### src/design/spq_pkg.sv
// ----------------------------------------------------------------------------
// spq_pkg: shared types and codes for the sorted priority queue
// Entry layout, command bundle, opcode and status codes.
// ----------------------------------------------------------------------------
package spq_pkg;

  localparam int DATA_W = 32;
  localparam int PRIO_W = 16;
  localparam int FILL_W = 8;

  // opcodes of an input beat
  localparam logic OP_ENQ = 1'b0;
  localparam logic OP_DEQ = 1'b1;

  // result status codes
  localparam logic [1:0] ST_OK    = 2'd0;
  localparam logic [1:0] ST_FULL  = 2'd1;
  localparam logic [1:0] ST_EMPTY = 2'd2;

  // one stored entry of the chain
  typedef struct packed {
    logic                     valid;
    logic signed [DATA_W-1:0] data;
    logic        [PRIO_W-1:0] prio;
  } entry_t;

  // operation broadcast to every cell
  typedef struct packed {
    logic                     enq;
    logic                     deq;
    logic signed [DATA_W-1:0] data;
    logic        [PRIO_W-1:0] prio;
  } cell_cmd_t;

endpackage

### src/design/spq_cell.sv
// ----------------------------------------------------------------------------
// spq_cell: one compare-and-shift cell of the sorted chain
// Holds one entry; on enqueue keeps, takes the new entry or takes the left
// neighbor; on dequeue takes the right neighbor.
// ----------------------------------------------------------------------------
module spq_cell (
  input  logic               clk,
  input  logic               rst_n,
  input  spq_pkg::cell_cmd_t cmd,
  input  spq_pkg::entry_t    left_entry,
  input  logic               left_keep,
  input  spq_pkg::entry_t    right_entry,
  output spq_pkg::entry_t    cur_entry,
  output logic               keep
);
  import spq_pkg::*;

  logic                     valid_r, valid_nxt;
  logic signed [DATA_W-1:0] data_r, data_nxt;
  logic        [PRIO_W-1:0] prio_r, prio_nxt;

  // stay put when occupied by an entry that is served no later than the new one
  assign keep = valid_r && (prio_r <= cmd.prio);

  // select the next content of this cell
  always_comb begin
    valid_nxt = valid_r;
    data_nxt  = data_r;
    prio_nxt  = prio_r;
    if (cmd.enq && !keep) begin
      if (left_keep) begin
        valid_nxt = 1'b1;
        data_nxt  = cmd.data;
        prio_nxt  = cmd.prio;
      end else begin
        valid_nxt = left_entry.valid;
        data_nxt  = left_entry.data;
        prio_nxt  = left_entry.prio;
      end
    end else if (cmd.deq) begin
      valid_nxt = right_entry.valid;
      data_nxt  = right_entry.data;
      prio_nxt  = right_entry.prio;
    end
  end

  // occupancy flag
  always_ff @(posedge clk) begin
    if (!rst_n) begin
      valid_r <= 1'b0;
    end else begin
      valid_r <= valid_nxt;
    end
  end

  // payload and priority
  always_ff @(posedge clk) begin
    data_r <= data_nxt;
    prio_r <= prio_nxt;
  end

  assign cur_entry = '{valid: valid_r, data: data_r, prio: prio_r};

endmodule

### config.mk
export PLATFORM = sky130hd
export DESIGN_NAME = spq_cell
export DESIGN_NICKNAME = d
export VERILOG_FILES = /design/src/design/spq_pkg.sv /design/src/design/spq_cell.sv
export SDC_FILE = /design/constraint.sdc
export NUM_CORES = 1
export LEC_CHECK = 0
export BUFFER_PORTS_ARGS = -buffer_cell sky130_fd_sc_hd__buf_2
export CAP_MARGIN = 5
export CORE_MARGIN = 5
export CORE_UTILIZATION = 44
export CTS_BUF_LIST = sky130_fd_sc_hd__clkbuf_8
export DETAILED_ROUTE_END_ITERATION = 7
export GPL_TIMING_DRIVEN = 0
export PLACE_DENSITY_LB_ADDON = 0.12
export SETUP_SLACK_MARGIN = 0.1
export SLEW_MARGIN = 20
export SYNTH_ARGS = -nofsm -noshare
export SYNTH_HDL_FRONTEND = slang
export SYNTH_SLANG_ARGS = --single-unit
### constraint.sdc
create_clock -name clk -period 3.8 [get_ports clk]
set_clock_uncertainty 0.2 [all_clocks]
set_input_delay 0.76 -clock clk [delete_from_list [all_inputs] [get_ports clk]]
set_output_delay 0.76 -clock clk [all_outputs]
set_load 0.02 [all_outputs]
-- Word level (Yosys, flattened, before mapping)
Index checks and enable logic that the tools add are counted.
- multipliers: 0
- shift operators: 0
- equality and inequality tests: 0
- reduce and logical (&&, ||, !) cells: 4
- multiplexer cells: 9
- divide/modulo/power cells: 0
- bitwise operators: 0
- order comparisons: 1
- add/sub/neg operators: 0
- operator list (operator ; count):
    $mux 32 ; 3
    $mux 16 ; 3
    $le 16x16->1 ; 1
    $mux 1 ; 3
    $logic_and 1x1->1 ; 2
    $reduce_bool 2->1 ; 1
    $logic_not 1->1 ; 1
- ROM bits: 0
- RAM bits: 0
- register bits: 49
- word-level logic and storage cells: 17
- bits in latches: 0
- output and inout bits: 50
- memories kept: 0

-- Longest topological paths before layout
- depth in word-level cells: 5
- depth in mapped cells: 9
- depth with buffers taken out: 7

-- Worst setup path before layout
Ideal clock, no wire load.
- path kind: input to register
- start: input cmd[15] (netlist name)
- end: register data_r[0], enable pin
- path buffers: 2
- data required time: 3.216 ns
- stages on the path: 9
- slack: 0.223 ns
- library setup time: 0.384 ns
- data arrival time: 2.993 ns
- cell sequence: inv_1 ha_1 nand4_1 nor4_1 o21ai_1 a311oi_2 buf_4 buf_6 or2_2
- longest elaborated chain between the ends: 5
- ends and longest elaborated chain (what ; line ; source):
    start: declaration ; spq_cell.sv:9 ; input spq_pkg::cell_cmd_t cmd,
    $le 16x16->1 ; spq_cell.sv:23 ; assign keep = valid_r && (prio_r <= cmd.prio);
    $logic_and 1x1->1 ; spq_cell.sv:23 ;
    $logic_not 1->1 ; spq_cell.sv:30 ; if (cmd.enq && !keep) begin
    $logic_and 1x1->1 ; spq_cell.sv:30 ;
    $reduce_bool 2->1 (no line) ; - ;
    end signal: assignment ; spq_cell.sv:58 ; data_r <= data_nxt;
    end: declaration ; spq_cell.sv:19 ; logic signed [DATA_W-1:0] data_r, data_nxt;
No other way between the ends.
A chain may end at the register's enable or synchronous reset.

-- Worst setup path in the final report
- start: input cmd[15] (netlist name)
- end: register data_r[24], enable pin
The elaborated chain is that of the path after synthesis.

==> flow_summary.json <==
{
  "use_met1": 0.1977,
  "post-route-util": 0.6366,
  "first_iter_violations": 54,
  "start_kind": "input port",
  "rsz0062_at_grt": "false",
  "end_kind": "register",
  "cpLargestDelayFamily": "simple AND/OR/NAND/NOR gates",
  "layout_min_cycle_time_ps": 3364,
  "io_pins": 201,
  "cts_tree": "done",
  "hp-class": "input port to register",
  "ir_drop_uv": 187.4,
  "core_area_um2": 6794,
  "hold_violations": 0,
  "dr_total_vias": 2535,
  "final_common_cell": "buf_2",
  "gp_congestion": 0.7820,
  "cp_cell_sequence": "buf_2 -> inv_1 -> ha_1 -> nand4_1 -> nor4_2 -> o21ai_1 -> a311oi_2 -> buf_4 -> buf_6 -> or2_4",
  "max_freq_mhz": 297.3,
  "first_global_vias": 2665,
  "rr_endpoint": "data_r[24]",
  "drcViolationCount": 0,
  "r2r_slack_ps": 620,
  "path_clk_slew_ps": 90,
  "worst_hold_slack_ps": 537.4,
  "fill_cells": 604,
  "cts_root_buffer": "clkbuf_8",
  "yosys_register_bits": 49,
  "multiInputGateArea_um2": 1505,
  "cts_buffer_depth": 2,
  "die_h_um": 93.67,
  "min_to": "valid_r",
  "min_from": "rst_n",
  "slew_viol_final": 0,
  "ant_nets": 0,
  "dp_hpwl_um": 6854,
  "finalSetupViolations": 0,
  "rows": 30,
  "grt_pass1_wl_um": 12790,
  "holdPathStages": 3,
  "leakage_nw": 2.045,
  "final_cell_mix": "buf_2 (202), mux2_2 (87), edfxtp_1 (48), inv_1 (19), ha_1 (16)",
  "cts_buffers": 5,
  "drive_gt1_frac": 0.7028,
  "antenna_found_initial": 0,
  "required_ps": 3570,
  "fp.dieW_um": 93.67,
  "crit_fanout": 24,
  "syn_area_um2": 3080,
  "cp_slowest_cell": "nor4_2",
  "tightest_slew_ps": 606.1,
  "synth_nets": 393,
  "grt_max_degree": 25,
  "fin_nets": 601,
  "p_per_area_nw_per_um2": 365.8,
  "cp_num_buf_inv": 4,
  "grt.total_usage": 0.1894,
  "synth_cell_types": 30,
  "area_growth_pct": 40.41,
  "area.sequential_um2": 1461,
  "r2r_start": "prio_r[15]",
  "dpl_cell_area_um2": 4199,
  "ys_seq_area_frac": 0.4744,
  "initial_core_util": 0.4534,
  "arrival_ps": 3130,
  "fin_area_um2": 4325,
  "grt_util_met2": 0.3562,
  "wire_per_inst_um": 15.82,
  "clk_latency_ps": 300,
  "dp_cells": 521,
  "min_period_over_period": 0.8853,
  "slowest_delay_ps": 400,
  "numPortBuffers": 199,
  "drt-pass1-iter-count": 4,
  "grt_overflow": 0,
  "clock_sinks": 49,
  "syn_inst": 226,
  "htree_levels": 2,
  "relSlewSlack": 0.5959,
  "routed_wl_um": 8386,
  "cap_viol_max_count": 0,
  "antennaDiodeCount": 0,
  "met3_usage": 0.06731,
  "crit_type": "input port to register",
  "status": "completed",
  "vias_per_cell": 4.783,
  "ys_warn_count": 0,
  "grt-busiest-layer": "met2",
  "avgSynthCellArea_um2": 13.63,
  "fin_cells": 530,
  "fp.dieArea_um2": 8774,
  "reg2reg_depth": 8
}
worst max-delay path by stage:
stage          startpoint          to  slack, ps  cells after the start
4_1_cts           cmd[15]  data_r[24]        130                     10
5_1_grt           cmd[15]  data_r[11]        230                     10
2_1_floorplan     cmd[15]   data_r[0]        220                      9
3_3_place_gp      cmd[15]  data_r[19]       -730                     10
6_report          cmd[15]  data_r[24]        440                     10
3_5_place_dp      cmd[15]  data_r[19]       -430                     10
per-layer routing:
metal	part of all wire	up-vias	routed length [um]
met4	0.011	0	89
met2	0.55	109	4587
met5	0	-	0
met3	0.095	6	799
met1	0.35	1160	2910
li1	-	1260	-
layout make-up:
type | count | area share
multi-input cells | 148 | 0.3480
flip-flops and latches | 49 | 0.3379
repair buffers | 200 | 0.2320
well taps | 96 | 0.02777
inverters | 19 | 0.01649
clock buffers | 5 | 0.01591
plain buffers | 11 | 0.01388
clock inverters | 2 | 0.008100
kinds of logic (layout without fill, tap and decap cells):
logic type      Yosys count  count (layout)  synth area share
compound gates           15              15           0.03412
fa+ha+maj                16              16           0.06499
buf+inv                  30             237           0.04264
flops                    49              49            0.4744
mux                      97              97            0.3542
simple gates             19              20           0.02965
power by group:
| part | internal [W] | switching [W] | leakage, nW |
|---|---|---|---|
| clock network | 0.000192 | 0.000173 | 0.0540 |
| logic | 0.000241 | 0.000265 | 1.50 |
| registers | 0.000687 | 0.0000253 | 0.494 |
| total | 0.00112 | 0.000463 | 2.04 |
timing repair:
action                                  CTS  global route
hold buffers                              0             0
resized for setup                         1             1
gates cloned                              1             0
pin swaps                                 1             1
buffers inserted                          0             1
endpoints found under the setup margin   48            57
cells in the mapped netlist:
master,n,area (um^2)
ha_1,16,200.2
dfxtp_1,1,20.02
clkbuf_1,4,15.01
a311oi_2,1,15.01
a311oi_1,1,8.760
nor2_1,2,7.510
mux2i_1,1,10.01
buf_1,1,3.750
or2_2,1,6.260
nand4_1,2,12.51
buf_2,3,15.01
a21oi_1,5,25.02
a31o_2,1,8.760
nand3_1,1,5.000
mux2_2,87,979.7
nor3_1,1,5.000
inv_1,19,71.32
nand2b_1,2,12.51
a21o_1,2,15.01
buf_6,1,11.26
o311ai_0,1,8.760
mux2_1,9,101.4
and3_1,1,6.260
buf_4,2,15.01
o21ai_0,2,10.01
nor4_1,1,6.260
nand2_1,8,30.03
o21ai_1,1,5.000
o2111ai_1,1,8.760
edfxtp_1,48,1441
flip-flops by register name, summed over array words and instances, names as in the netlist:
register and flops:
data_r 32, prio_r 16, valid_r 1
tightest hold or removal path, stage by stage:
cell,delay [ps]
buf_2,110
nand3_1,60
mux2i_1,70
per-stage QoR:
stage	total power, W	setup TNS [ps]	setup WS [ps]
2_1_floorplan	0.001035	0	222.9
3_3_place_gp	0.001222	-34800	-727.3
6_report	0.001582	0	435.8
5_1_grt	0.001677	0	232.4
3_5_place_dp	0.001234	-20790	-430.8
4_1_cts	0.001605	0	132.4
No activity file was read; power rests on OpenSTA's default activity.
